`config.mk`:
```
export PLATFORM = sky130hd
export DESIGN_NAME = cau_mul
export DESIGN_NICKNAME = d
export VERILOG_FILES = /design/src/complex_arith_unit_macros.svh /design/src/cau_pkg.sv /design/src/cau_mul.sv
export SDC_FILE = /design/constraint.sdc
export NUM_CORES = 2
export LEC_CHECK = 0
export BUFFER_PORTS_ARGS = -buffer_cell sky130_fd_sc_hd__buf_2
export CAP_MARGIN = 20
export CORE_UTILIZATION = 55
export CTS_CLUSTER_DIAMETER = 40
export DETAILED_ROUTE_END_ITERATION = 8
export GPL_TIMING_DRIVEN = 0
export PLACE_DENSITY = 0.74
export RECOVER_POWER = 100
export SYNTH_ARGS = -nofsm -noshare
export SYNTH_HDL_FRONTEND = slang
export SYNTH_SLANG_ARGS = --single-unit
```
`constraint.sdc`:
```
create_clock -name clk_i -period 7.9 [get_ports clk_i]
set_input_delay 1.185 -clock clk_i [delete_from_list [all_inputs] [get_ports clk_i]]
set_output_delay 1.185 -clock clk_i [all_outputs]
set_load 0.1 [all_outputs]
```
`src/complex_arith_unit_macros.svh`:
```
// Assertion macros for the complex arithmetic unit.
// Included by the top level only; no other dependencies.
`ifndef COMPLEX_ARITH_UNIT_MACROS_SVH
`define COMPLEX_ARITH_UNIT_MACROS_SVH

// Same-cycle implication, disabled during reset.
`define CAU_ASSERT_NOW(lbl, ante, cons, msg) \
  lbl: assert property (@(posedge clk_i) disable iff (!rst_ni) (ante) |-> (cons)) \
    else $error(msg);

// Next-cycle implication, disabled during reset.
`define CAU_ASSERT_NEXT(lbl, ante, cons, msg) \
  lbl: assert property (@(posedge clk_i) disable iff (!rst_ni) (ante) |=> (cons)) \
    else $error(msg);

`endif

```
`src/cau_pkg.sv`:
```
// Shared types and constants of the complex arithmetic unit.
// No dependencies.
package cau_pkg;

  localparam int DATA_W = 16;
  localparam int NUM_W  = 33;  // sum of two 16x16 products
  localparam int PROD_W = 32;
  localparam int DEN_W  = 32;
  localparam int QB     = 17;  // quotient bits kept before saturation
  localparam int REM_W  = 50;  // covers mag << 15 and den << QB
  localparam int RES_MAX = 32767;
  localparam int RES_MIN = -32768;

  typedef enum logic [1:0] {
    CMD_ADD = 2'd0,
    CMD_SUB = 2'd1,
    CMD_MUL = 2'd2,
    CMD_DIV = 2'd3
  } cmd_e;

  typedef enum logic [1:0] {
    ST_OK   = 2'd0,
    ST_DIVZ = 2'd1,
    ST_SAT  = 2'd2
  } status_e;

  // mul stage -> divide stage
  typedef struct packed {
    cmd_e                     cmd;
    logic signed [NUM_W-1:0]  num_re;
    logic signed [NUM_W-1:0]  num_im;
    logic [DEN_W-1:0]         den;
  } sum_t;

  // one stage of the divide chain
  typedef struct packed {
    logic              divz;
    logic              run_re;
    logic              run_im;
    logic              ovf_re;
    logic              ovf_im;
    logic              neg_re;
    logic              neg_im;
    logic [REM_W-1:0]  rem_re;
    logic [REM_W-1:0]  rem_im;
    logic [DEN_W-1:0]  den;
    logic [QB-1:0]     q_re;
    logic [QB-1:0]     q_im;
  } dstage_t;

  // divide stage -> saturation stage
  typedef struct packed {
    logic          divz;
    logic          ovf_re;
    logic          ovf_im;
    logic          neg_re;
    logic          neg_im;
    logic [QB-1:0] q_re;
    logic [QB-1:0] q_im;
  } quo_t;

endpackage

```
`src/cau_mul.sv`:
```
// Product and sum stages: six 16x16 products, then the numerators and divisor.
// Depends on cau_pkg.
module cau_mul import cau_pkg::*; (
  input  logic                     clk_i,
  input  logic                     rst_ni,
  input  logic                     valid_i,
  output logic                     stall_o,
  input  logic [1:0]               cmd_i,
  input  logic signed [DATA_W-1:0] a_re_i,
  input  logic signed [DATA_W-1:0] a_im_i,
  input  logic signed [DATA_W-1:0] b_re_i,
  input  logic signed [DATA_W-1:0] b_im_i,
  output logic                     valid_o,
  input  logic                     stall_i,
  output sum_t                     sum_o
);

  logic                      v1_q, v2_q, stall1, stall2;
  cmd_e                      cmd1_q;
  logic signed [PROD_W-1:0]  rr_q, ii_q, ri_q, ir_q, bbr_q, bbi_q;
  logic signed [DATA_W:0]    sre_q, sim_q, sre_d, sim_d;
  sum_t                      sum_d, sum_q;

  assign stall2  = v2_q & stall_i;
  assign stall1  = v1_q & stall2;
  assign stall_o = stall1;

  always_comb begin
    if (cmd_e'(cmd_i) == CMD_SUB) begin
      sre_d = $signed({a_re_i[DATA_W-1], a_re_i}) - $signed({b_re_i[DATA_W-1], b_re_i});
      sim_d = $signed({a_im_i[DATA_W-1], a_im_i}) - $signed({b_im_i[DATA_W-1], b_im_i});
    end else begin
      sre_d = $signed({a_re_i[DATA_W-1], a_re_i}) + $signed({b_re_i[DATA_W-1], b_re_i});
      sim_d = $signed({a_im_i[DATA_W-1], a_im_i}) + $signed({b_im_i[DATA_W-1], b_im_i});
    end
  end

  always_ff @(posedge clk_i or negedge rst_ni) begin
    if (!rst_ni) begin
      v1_q <= 1'b0;
      v2_q <= 1'b0;
    end else begin
      if (!stall1) v1_q <= valid_i;
      if (!stall2) v2_q <= v1_q;
    end
  end

  always_ff @(posedge clk_i) begin
    if (!stall1) begin
      cmd1_q <= cmd_e'(cmd_i);
      rr_q   <= PROD_W'(a_re_i * b_re_i);
      ii_q   <= PROD_W'(a_im_i * b_im_i);
      ri_q   <= PROD_W'(a_re_i * b_im_i);
      ir_q   <= PROD_W'(a_im_i * b_re_i);
      bbr_q  <= PROD_W'(b_re_i * b_re_i);
      bbi_q  <= PROD_W'(b_im_i * b_im_i);
      sre_q  <= sre_d;
      sim_q  <= sim_d;
    end
  end

  always_comb begin
    sum_d.cmd = cmd1_q;
    sum_d.den = $unsigned(bbr_q) + $unsigned(bbi_q);
    unique case (cmd1_q)
      CMD_ADD, CMD_SUB: begin
        sum_d.num_re = NUM_W'(sre_q);
        sum_d.num_im = NUM_W'(sim_q);
      end
      CMD_MUL: begin
        sum_d.num_re = NUM_W'(rr_q) - NUM_W'(ii_q);
        sum_d.num_im = NUM_W'(ri_q) + NUM_W'(ir_q);
      end
      CMD_DIV: begin
        sum_d.num_re = NUM_W'(rr_q) + NUM_W'(ii_q);
        sum_d.num_im = NUM_W'(ir_q) - NUM_W'(ri_q);
      end
      default: begin
        sum_d.num_re = '0;
        sum_d.num_im = '0;
      end
    endcase
  end

  always_ff @(posedge clk_i) begin
    if (!stall2) sum_q <= sum_d;
  end

  assign valid_o = v2_q;
  assign sum_o   = sum_q;

endmodule

```
# == Word level (Yosys, flattened, before mapping) ==
# Cells that the tools add are included.
# op_classes
add_sub_neg,9
n_mul,6
n_eq_ne,4
mux,3
bitwise_logic,2
n_reduce_logical,2
# ops
op,n
$pmux W66 S3,1
$mul A16 B16 Y32,6
$add A32 B32 Y33,2
$sub A32 B32 Y33,2
$add A16 B16 Y17,2
$mux W17,2
$sub A16 B16 Y17,2
$add A32 B32 Y32,1
$eq A2 B1 Y1 const B,2
$eq A2 B2 Y1 const B,2
$and A1 B1 Y1,2
$logic_not A2 Y1,1
$reduce_or A2 Y1,1
# totals
ff_bits,330
in_bits,70
word_cells,41

# == Logic depth before layout (Yosys ltp) ==
# logic_depth
word_depth,3
ltp_mapped,27
ltp_nobuf,24

# == Worst setup path before layout ==
# No wires, ideal clock.
# synth_path
path_kind,reg2out
startpoint,reg v2_q (netlist: valid_o)
endpoint,out stall_o
t_arrival_ps,9825
required_time_ps,6715
path_slack_ps,-3110
stages_incl_launch_ff,3
path_buffers,0
path_cell_list,dfrtp_1 -> nand3_1 -> inv_1
# synth_via
elab_chain_cells,2
# synth_rtl
element,line_no,source
start: declaration,cau_mul.sv:18,"logic v1_q, v2_q, stall1, stall2;"
start signal: assignment,cau_mul.sv:44,if (!stall2) v2_q <= v1_q;
$and A1 B1 Y1,cau_mul.sv:24,assign stall2 = v2_q & stall_i;
$and A1 B1 Y1,cau_mul.sv:25,assign stall1 = v1_q & stall2;
end: declaration,cau_mul.sv:7,"output logic stall_o,"
# Every way passes these cells.

# == Final worst setup path ==
# layout_path
startpoint,in a_re_i[1]
endpoint,reg ri_q[31] (data pin)
# layout_via
elab_chain_cells,1
# layout_rtl
element,line_no,source
start: declaration,cau_mul.sv:9,"input logic signed [DATA_W-1:0] a_re_i,"
$mul A16 B16 Y32,cau_mul.sv:53,ri_q <= PROD_W'(a_re_i * b_im_i);
end signal: assignment,cau_mul.sv:53,
end: declaration,cau_mul.sv:20,"logic signed [PROD_W-1:0] rr_q, ii_q, ri_q, ir_q, bbr_q, bbi_q;"
# Every way passes these cells.
# A chain may end at the register's enable or synchronous reset.

==> results.ini <==
[drt]
wl_mm=260
drc=0
top_layer_used=met5
firstDrtPassIters=8
drt_iter0_markers=5702
routed-wl-met3_mm=31.4
ant_nets=0
dr_wl_met2_mm=111
wl_per_cell_um=26.2
routed_via_density=5.80
via_count=57700
met1_length_mm=95.6

[clocking]
path_clk_slew_ps=60
worstSkewPairLatency_ps=680
cts_root_buf=clkbuf_16
h-tree-depth=2
cts_made_buffers=50
ctsHoldBuffers=0
clock_sinks=328
cts_tree=yes
cts_buffer_depth=3

[worst_setup_path]
critPathLaunchType=input pin
path_class=in2reg
max_stage_delay_ps=910
cp-end-kind=flip-flop
crit_required_ps=8230
critical-path-slowest-cell=clkbuf_1
cp_cell_sequence=buf_2 -> clkbuf_1 -> and2_1 -> ha_1 -> inv_1 -> fa_1 -> inv_1 -> fa_1 -> fa_1 -> fa_1 -> inv_1 -> fa_1 -> inv_1 -> ha_1 -> nand3_1 -> nor2_1 -> a211o_1 -> a31oi_1 -> o31a_1 -> o311ai_4 -> a2111oi_1 -> nor3b_2
crit_path_frequent_cell=fa_1
cp.arrival_ps=8230
crit_fanout=10

[cells_and_area]
mostFrequentLayoutCell=inv_1
final_cells=9947
synthToLayoutAreaGrowth_pct=6.84
num-nets-final=10300
mostFrequentLayoutCells=inv_1 (1831), fa_1 (1518), nand2_1 (744)
finish.instance_area_mm2=0.0805
drive_gt1_share_pct=4.59

[floorplan]
dieWidth_um=372
dieArea_mm2=0.138
die_h_um=372
rows=135
start_util_pct=55.5
io-pin-count=172
core_area_mm2=0.136

[logic_synthesis]
ys_ff_latch=328
syn_inst=7890
ys.warnings.count=0
synth_area_per_cell_um2=9.54
ys_types=76
syn_area_mm2=0.0753
async_flop_share_pct=0.610
synth_ff_type=edfxtp_1
synth_edf_count=326
ys_seq_area_share_pct=13.1
synth_fp_nets=10100

[global_route]
grt_pass1_wl_mm=384
grt_max_degree=70
antenna_found_initial=33
grt_use_total_pct=38.6
grt_overflow=0
grt_pass1_vias=59600

[timing]
rsz0062_at_grt=true
worst_pin_slew_ps=3970
whs_ps=327
layout_min_cycle_time_ps=7900
hold_viol=0
fmax_ghz=0.127
report.final.slew_viol_count=339
layout_setup_ws_ps=1.57
finalCritPeriodShare_pct=100
max_slew_margin_pct=-164
clock_skew_ps=51.7
setup_viol=0

[placed_design]
place_congestion=1.07
dp.cells=9844
place_ws_ps=-2090
placed_area_mm2=0.0785
portBuffers=163
dpl.hpwl_mm=216

[status]
run_status=complete, but fails checks
violations=max-capacitance violations, max-slew violations

[worst_hold_path]
holdCritPathClass=in2async

[job]
cap_violations=6

## state kept, by name (all words and copies together), names as in the netlist
name     cells
ii_q        32
ri_q        32
sre_q       17
v1_q         1
ir_q        32
sim_q       17
cmd1_q       2
sum_o      100
valid_o      1
bbr_q       31
bbi_q       31
rr_q        32
## cell type report
| type | instances | area [µm²] |
|---|---|---|
| Timing Repair Buffer | 176 | 792 |
| Multi-Input combinational cell | 5416 | 57500 |
| Antenna cell | 21 | 52.6 |
| Clock inverter | 40 | 514 |
| Clock buffer | 54 | 1270 |
| Buffer | 291 | 1350 |
| Inverter | 1840 | 6920 |
| Fill cell | 11700 | 55200 |
| Tap cell | 1781 | 2230 |
| Sequential cell | 328 | 9840 |
## per-layer routing
metal | GRT usage [%] | up-vias
li1 | - | 24700
met1 | 48.2 | 28800
met2 | 57.6 | 3331
met3 | 12.7 | 895
met4 | 25.1 | 22
met5 | 0 | -
## through the flow
step	setup TNS, ps	util [%]
2_1_floorplan	0	-
3_3_place_gp	-97560	57.8
3_5_place_dp	-97290	57.9
4_1_cts	-19.5	59.3
5_1_grt	-419	59.3
6_report	0	59.3
## Yosys cell counts, drive strengths merged, types with 8 or more instances
cell	number	share of area, %
ha	642	11
nand3	66	0.44
o31ai	31	0.33
edfxtp	326	13
nor3	84	0.56
o21a	42	0.42
nand3b	8	0.080
o21ai	134	0.90
a211oi	47	0.47
clkbuf	282	1.4
nor2	326	1.6
o311ai	15	0.17
o211ai	18	0.18
nand2	744	3.7
a211o	13	0.15
or3	34	0.29
nand4	12	0.10
nand2b	48	0.40
nor2b	35	0.29
inv	1835	9.1
fa	1520	40
buf	24	0.12
or4	8	0.086
mux2	23	0.34
a21oi	238	1.6
a2111oi	9	0.10
mux2i	8	0.11
xor2	95	1.1
and3	39	0.32
xnor2	298	3.5
and2	546	4.5
nor4	22	0.18
a31o	14	0.16
a21boi	10	0.10
o21bai	36	0.36
a21o	110	1.1
o2111ai	8	0.093
a31oi	31	0.26
or2	23	0.19
## final timing paths
path	slack, ps	start	endpoint	cells after the start
max	2	a_re_i[1]	ri_q[31]	22
min	330	rst_ni	v1_q	1
max reg2reg	1820	valid_o	rr_q[29]	3
min reg2reg	460	v1_q	valid_o	1
max in group asynchronous	7450	rst_ni	valid_o	1
min in group clk_i	460	v1_q	valid_o	1
## logic make-up after synthesis
family                     synth area share (%)
adders and majority gates                  51.1
buffers and inverters                      10.7
and+or+nand+nor                            13.1
AOI/OAI and AO/OA                          7.05
xor gates and xnor gates                   4.57
DFF                                        13.1
muxes                                     0.450
## critical path, delay by kind of cell
kind	cells	cell delay, ps
buffers and inverters	6	1520
AOI/OAI and AO/OA	5	1290
adders and majority gates	7	2940
and+or+nand+nor	4	1270
## repair_timing
action                                  in CTS  in global routing
buffers inserted                             0                  2
resized for setup                          126                169
pin swaps                                    1                  2
endpoints found under the setup margin      72                 33
Power is not shown: default switching activity piles up to over one toggle a cycle in this logic, so the estimate is an artifact.
