**src/complex_arith_unit_macros.svh**
```systemverilog
// Assertion macros for the complex arithmetic unit.
// Included by the top level only; no other dependencies.
`ifndef COMPLEX_ARITH_UNIT_MACROS_SVH
`define COMPLEX_ARITH_UNIT_MACROS_SVH

// Same-cycle implication, disabled during reset.
`define CAU_ASSERT_NOW(lbl, ante, cons, msg) \
  lbl: assert property (@(posedge clk_i) disable iff (!rst_ni) (ante) |-> (cons)) \
    else $error(msg);

// Next-cycle implication, disabled during reset.
`define CAU_ASSERT_NEXT(lbl, ante, cons, msg) \
  lbl: assert property (@(posedge clk_i) disable iff (!rst_ni) (ante) |=> (cons)) \
    else $error(msg);

`endif

```
**src/cau_pkg.sv**
```systemverilog
// Shared types and constants of the complex arithmetic unit.
// No dependencies.
package cau_pkg;

  localparam int DATA_W = 16;
  localparam int NUM_W  = 33;  // sum of two 16x16 products
  localparam int PROD_W = 32;
  localparam int DEN_W  = 32;
  localparam int QB     = 17;  // quotient bits kept before saturation
  localparam int REM_W  = 50;  // covers mag << 15 and den << QB
  localparam int RES_MAX = 32767;
  localparam int RES_MIN = -32768;

  typedef enum logic [1:0] {
    CMD_ADD = 2'd0,
    CMD_SUB = 2'd1,
    CMD_MUL = 2'd2,
    CMD_DIV = 2'd3
  } cmd_e;

  typedef enum logic [1:0] {
    ST_OK   = 2'd0,
    ST_DIVZ = 2'd1,
    ST_SAT  = 2'd2
  } status_e;

  // mul stage -> divide stage
  typedef struct packed {
    cmd_e                     cmd;
    logic signed [NUM_W-1:0]  num_re;
    logic signed [NUM_W-1:0]  num_im;
    logic [DEN_W-1:0]         den;
  } sum_t;

  // one stage of the divide chain
  typedef struct packed {
    logic              divz;
    logic              run_re;
    logic              run_im;
    logic              ovf_re;
    logic              ovf_im;
    logic              neg_re;
    logic              neg_im;
    logic [REM_W-1:0]  rem_re;
    logic [REM_W-1:0]  rem_im;
    logic [DEN_W-1:0]  den;
    logic [QB-1:0]     q_re;
    logic [QB-1:0]     q_im;
  } dstage_t;

  // divide stage -> saturation stage
  typedef struct packed {
    logic          divz;
    logic          ovf_re;
    logic          ovf_im;
    logic          neg_re;
    logic          neg_im;
    logic [QB-1:0] q_re;
    logic [QB-1:0] q_im;
  } quo_t;

endpackage

```
**src/cau_sat.sv**
```systemverilog
// Output stage: sign restore, saturation, status, output register.
// Depends on cau_pkg.
module cau_sat import cau_pkg::*; (
  input  logic              clk_i,
  input  logic              rst_ni,
  input  logic              valid_i,
  output logic              stall_o,
  input  quo_t              quo_i,
  output logic              valid_o,
  input  logic              stall_i,
  output logic [DATA_W-1:0] res_re_o,
  output logic [DATA_W-1:0] res_im_o,
  output status_e           status_o
);

  logic              vo_q;
  logic [DATA_W-1:0] re_q, im_q;
  status_e           st_q, st_d;
  logic [DATA_W:0]   cre, cim;

  function automatic logic [DATA_W:0] clamp(logic neg, logic ovf, logic [QB-1:0] q);
    logic signed [QB:0] s;
    logic [DATA_W:0]    r;
    s = neg ? -$signed({1'b0, q}) : $signed({1'b0, q});
    if (ovf)                            r = {1'b1, neg ? 16'h8000 : 16'h7fff};
    else if (s > (QB+1)'(RES_MAX))      r = {1'b1, 16'h7fff};
    else if (s < (QB+1)'(RES_MIN))      r = {1'b1, 16'h8000};
    else                                r = {1'b0, s[DATA_W-1:0]};
    return r;
  endfunction

  assign stall_o = vo_q & stall_i;

  always_comb begin
    cre = clamp(quo_i.neg_re, quo_i.ovf_re, quo_i.q_re);
    cim = clamp(quo_i.neg_im, quo_i.ovf_im, quo_i.q_im);
    if (quo_i.divz)                    st_d = ST_DIVZ;
    else if (cre[DATA_W] | cim[DATA_W]) st_d = ST_SAT;
    else                               st_d = ST_OK;
  end

  always_ff @(posedge clk_i or negedge rst_ni) begin
    if (!rst_ni) vo_q <= 1'b0;
    else if (!stall_o) vo_q <= valid_i;
  end

  always_ff @(posedge clk_i) begin
    if (!stall_o) begin
      re_q <= quo_i.divz ? '0 : cre[DATA_W-1:0];
      im_q <= quo_i.divz ? '0 : cim[DATA_W-1:0];
      st_q <= st_d;
    end
  end

  assign valid_o  = vo_q;
  assign res_re_o = re_q;
  assign res_im_o = im_q;
  assign status_o = st_q;

endmodule

```
**config.mk**
```make
export PLATFORM = sky130hd
export DESIGN_NAME = cau_sat
export DESIGN_NICKNAME = d
export VERILOG_FILES = /design/src/complex_arith_unit_macros.svh /design/src/cau_pkg.sv /design/src/cau_sat.sv
export SDC_FILE = /design/constraint.sdc
export NUM_CORES = 1
export LEC_CHECK = 0
export BUFFER_PORTS_ARGS = -buffer_cell sky130_fd_sc_hd__buf_2
export CORE_MARGIN = 2
export CORE_UTILIZATION = 28
export DETAILED_ROUTE_END_ITERATION = 10
export PLACE_DENSITY = 0.54
export SLEW_MARGIN = 20
export SYNTH_ARGS = -nofsm -noshare
export SYNTH_HDL_FRONTEND = slang
export SYNTH_SLANG_ARGS = --single-unit
```
**constraint.sdc**
```tcl
create_clock -name clk_i -period 1.5 [get_ports clk_i]
set_input_delay 0.15 -clock clk_i [delete_from_list [all_inputs] [get_ports clk_i]]
set_output_delay 0.15 -clock clk_i [all_outputs]
set_load 0.05 [all_outputs]
```
== Yosys cells after proc, flatten, opt, wreduce, memory -nomap -nowiden ==
Index checks and enable logic that the tools add are counted.

* Memories: 0
* RAM bits: 0
* Input port bits: 43
* Bits in latches: 0
* Bits in registers: 35
* ROM bits: 0
* Word-level logic and storage cells: 23
* Output and inout port bits: 36

* Div/mod/pow operators: 0
* Add/subtract/negate cells: 2
* $lt $le $gt $ge: 4
* $mul: 0
* Reduce and logical (&&, ||, !) cells: 0
* Bitwise logic cells: 2
* Shift-type cells: 0
* Equal/unequal tests: 0
* Mux-type cells: 11

{| class="wikitable"
|+ Operators by type and width
! cell !! count
|-
| $mux W17 || 6
|-
| $gt A18 B16 Y1 const B || 2
|-
| $lt A18 B16 Y1 const B || 2
|-
| $mux W18 || 2
|-
| $neg A17 Y18 || 2
|-
| $mux W16 || 2
|-
| $mux W2 || 1
|-
| $and A1 B1 Y1 || 1
|-
| $or A1 B1 Y1 || 1
|}

== Logic depth before layout (Yosys ltp) ==
* Word-level depth: 8
* Mapped depth: 9
* Gate-level depth less buffers: 8

== Least setup slack after synthesis ==
Ideal clock, no wire load.

* Path type: input port to flip-flop
* From: input port quo_i[18] (netlist name)
* To: register re_q[10] (netlist: res_re_o[10]) (data pin)
* Setup slack: -0.728 ns
* Required time: 1.360 ns
* Library setup time: 0.140 ns
* Path buffers: 0
* Cell stages on the path: 6
* Arrival: 2.088 ns
* Path through: or4_4 > or4_4 > or3_4 > o31ai_4 > a21oi_1 > nor2_1

* Cells in the longest elaborated chain, start to end: 6
* Elaborated cells on any way between the ends: 7
* Those cells by class: add/sub (1); order compare (2); mux (4)

{| class="wikitable"
|+ RTL lines
! what !! RTL line !! source
|-
| start, declared || cau_sat.sv:8 || <nowiki>input quo_t quo_i,</nowiki>
|-
| $neg A17 Y18 || cau_sat.sv:24 || <nowiki>s = neg ? -$signed({1'b0, q}) : $signed({1'b0, q});</nowiki>
|-
| $mux W18 (*) || cau_sat.sv:24 ||
|-
| $lt A18 B16 Y1 || cau_sat.sv:27 || <nowiki>else if (s < (QB+1)'(RES_MIN)) r = {1'b1, 16'h8000};</nowiki>
|-
| $mux W17 || cau_sat.sv:27 ||
|-
| $mux W17 (*) || cau_sat.sv:26 || <nowiki>else if (s > (QB+1)'(RES_MAX)) r = {1'b1, 16'h7fff};</nowiki>
|-
| $mux W17 (*) || cau_sat.sv:25 || <nowiki>if (ovf) r = {1'b1, neg ? 16'h8000 : 16'h7fff};</nowiki>
|-
| end signal, assigned || cau_sat.sv:49 || <nowiki>re_q <= quo_i.divz ? '0 : cre[DATA_W-1:0];</nowiki>
|-
| end, declared || cau_sat.sv:17 || <nowiki>logic [DATA_W-1:0] re_q, im_q;</nowiki>
|}

Every way passes the cells marked *; elsewhere a longest branch is shown, timed or not.
A chain may end at the register's enable or synchronous reset.

== Final worst setup path ==
* From: input port quo_i[19] (netlist name)
* To: register re_q[13] (netlist: res_re_o[13]) (data pin)

The elaborated chain is that of the path after synthesis.

==> qor.yml <==
critical_path:
  crit_buf_inv: 1
  start_kind: "input pin"
  critPathMaxStageDelay_ps: 520
  crit_chain: "buf_6, or4_4, or4_4, or3_4, o31a_4, o22ai_2"
  path_class: "input pin to flip-flop"
  path_max_fanout: 4
  crit_family: "simple AND/OR/NAND/NOR gates"
  crit_path_end_kind: "flip-flop"
  crit_arrival_ps: 2160
  cp_common_cell: "or4_4"
  cp.required_ps: 1640
  crit_slowest_cell: "or4_4"
timing:
  max_freq_mhz: 497
  min_period_over_period: 1.34
  slew_headroom: 0.772
  final_max_slew_viol_count: 0
  period_minus_slack_ps: 2010
  finalSetupTns_ps: -9820
  setup_viol: 31
  fin_skew_ps: 8.29
  whs_ps: 40.0
  timing.final.ws_setup_ps: -511
  tightest_slew_ps: 338
  finalHoldViolations: 0
  rsz0062_at_grt: "yes"
place:
  portBuffers: 78
  post-dp-hpwl_mm: 4.37
  place_congestion: 0.845
  dp.cells: 427
clock_tree:
  ctsRootBufferMaster: "clkbuf_8"
  clock_path_buffers: 2
  cts_made_buffers: 5
  cts.reportedPaths.clkPinSlew_ps: 70
  h-tree-depth: 2
  clock_latency_ps: 290
  cts.sink_count: 35
  cts_tree: "yes"
global_route:
  grt.busiest_layer: "met2"
  met2_usage: 0.254
  grt_use_total: 0.142
  gr-total-overflow: 0
  grt_max_degree: 22
  grt_pass1_vias: 2033
  grt_first_pass_wirelength_mm: 9.47
  antenna_found_initial: 0
  use_met3: 0.0324
  grtUsageMet1: 0.167
cells_and_area:
  fin_cells: 443
  final_core_util: 0.468
  area_growth_pct: 61.0
  multiInputGateArea_um2: 1250
  nets: 388
  diodes: 0
  layout-drive-gt1-share: 0.523
  regArea_um2: 1050
  fillers: 717
route:
  drt_iter0_markers: 55
  vias: 2101
  wl_per_cell_um: 13.2
  drt_wl_total_mm: 5.83
  drc_errors: 0
  drt_pass1_iterations: 4
  ant_nets: 0
  via_per_inst: 4.74
die:
  io_pins: 79
  dieArea_um2: 8330
  fp.dieW_um: 91.3
  num_rows: 31
  die_height_um: 91.3
  start_util: 0.291
  core_area_um2: 7330
synth:
  synth-edff-count: 34
  syn_avg_cell_area_um2: 10.2
  ys_types: 35
  synthCells: 209
  syn-num-nets: 254
  ys_seq_area_frac: 0.491
  netlist_area_um2: 2130
  async_flop_share: 0.0286
  yosysWarnings: 0
  ys_ff_latch: 35
  ys.flop_type: "edfxtp_1"
status:
  violations: "negative setup slack"
  status: "finished with violations"
pwr:
  power_density_nw_per_um2: 830
  leakagePower_nw: 1.45
  p_total_mw: 2.85
  ir_drop_uv: 336
min_path:
  worstHoldPathType: "input pin to flip-flop"
job:
  maxCapViolCount: 0
## cells in the final DEF, fill, tap and decap left out, types with 2 or more instances in the layout
cell / Yosys / layout
a21oi_1: 13 / 13
buf_2: 0 / 71
buf_4: 0 / 51
buf_6: 0 / 10
clkbuf_8: 0 / 5
clkinvlp_4: 0 / 2
edfxtp_1: 34 / 34
ha_1: 2 / 2
inv_1: 7 / 6
nand2_1: 11 / 9
nand2b_1: 6 / 6
nand3_1: 4 / 3
nand3b_1: 2 / 2
nor2_1: 16 / 14
nor2_2: 0 / 2
nor3_1: 5 / 5
nor3b_1: 2 / 2
nor4_1: 6 / 3
nor4_4: 0 / 3
o21ai_0: 25 / 10
o21ai_1: 0 / 3
o21ai_2: 0 / 12
o22ai_1: 7 / 4
o22ai_2: 0 / 2
o31ai_1: 7 / 6
o41ai_1: 5 / 2
o41ai_4: 0 / 2
or3_1: 3 / 2
or3_4: 1 / 3
or3b_2: 2 / 2
or4_1: 3 / 2
or4_4: 2 / 3
xnor2_1: 10 / 10
xor2_1: 16 / 16
## power by group
group / internal [mW] / total, mW / switching (mW)
Clock: 0.324 / 0.662 / 0.338
Combinational: 0.332 / 0.978 / 0.646
Sequential: 1.18 / 1.21 / 0.0226
## routing by layer
metal,share of wire,routed length [µm]
met4,0.014,82
met5,0,0
met1,0.41,2410
met2,0.52,3020
met3,0.053,308
## through the flow
stage	worst slack [ps]	area, µm²
after detailed placement	-883	3050
after global placement	-850	3050
after floorplan	-703	2190
after global routing	-595	3430
final	-511	3430
after CTS	-506	3320
## cell type report
class                   count  area share
well taps                  99      0.0361
flip-flops and latches     35       0.305
inverters                   7     0.00875
multi-input cells         159       0.365
clock inverters             2     0.00365
repair buffers            135       0.261
clock buffers               6      0.0211
## flip-flops by register name, summed over array words and instances (netlist names)
register  flops
res_im_o     16
res_re_o     16
status_o      2
valid_o       1
## cell usage after synthesis, types with 2 or more instances
cell / instances / area share
nor3_1: 5 / 0.012
edfxtp_1: 34 / 0.48
ha_1: 2 / 0.012
nand2_1: 11 / 0.019
or3_1: 3 / 0.0088
nor2_1: 16 / 0.028
a21oi_1: 13 / 0.031
nor4_1: 6 / 0.018
nand2b_1: 6 / 0.018
or4_4: 2 / 0.011
or3b_2: 2 / 0.0082
nand3_1: 4 / 0.0094
xor2_1: 16 / 0.066
o41ai_1: 5 / 0.021
clkbuf_1: 9 / 0.016
or4_1: 3 / 0.011
nor3b_1: 2 / 0.0070
o22ai_1: 7 / 0.021
o21ai_0: 25 / 0.059
inv_1: 7 / 0.012
nand3b_1: 2 / 0.0070
xnor2_1: 10 / 0.041
o31ai_1: 7 / 0.025
## worst paths after layout
check / start / slack (ps) / cells after the start / end
max: quo_i[19] / -510 / 6 / res_re_o[13]
min: valid_i / 40 / 2 / valid_o
max reg2reg: valid_o / 370 / 2 / status_o[1]
min reg2reg: valid_o / 770 / 1 / res_im_o[7]
max in group asynchronous: rst_ni / 1260 / 2 / valid_o
min in group asynchronous: rst_ni / 160 / 2 / valid_o
## cells by family after synthesis
group | count (synthesis) | synth area share
adder cells (fa/ha/maj) | 2 | 0.0117
buffers and inverters | 16 | 0.0282
AND/OR/NAND/NOR | 67 | 0.176
XOR/XNOR | 26 | 0.107
flip-flops | 35 | 0.491
multiplexers | 1 | 0.00470
AO/OA/AOI/OAI | 62 | 0.182
## timing repair
item	CTS	global route
cloned	1	0
pin swaps	12	7
setup endpoints to repair	32	32
gates resized for setup	29	20
hold buffers	1	0
buffers inserted	4	3
endpoints found under the hold margin	1	0
Power figures use the tool's default switching activity.
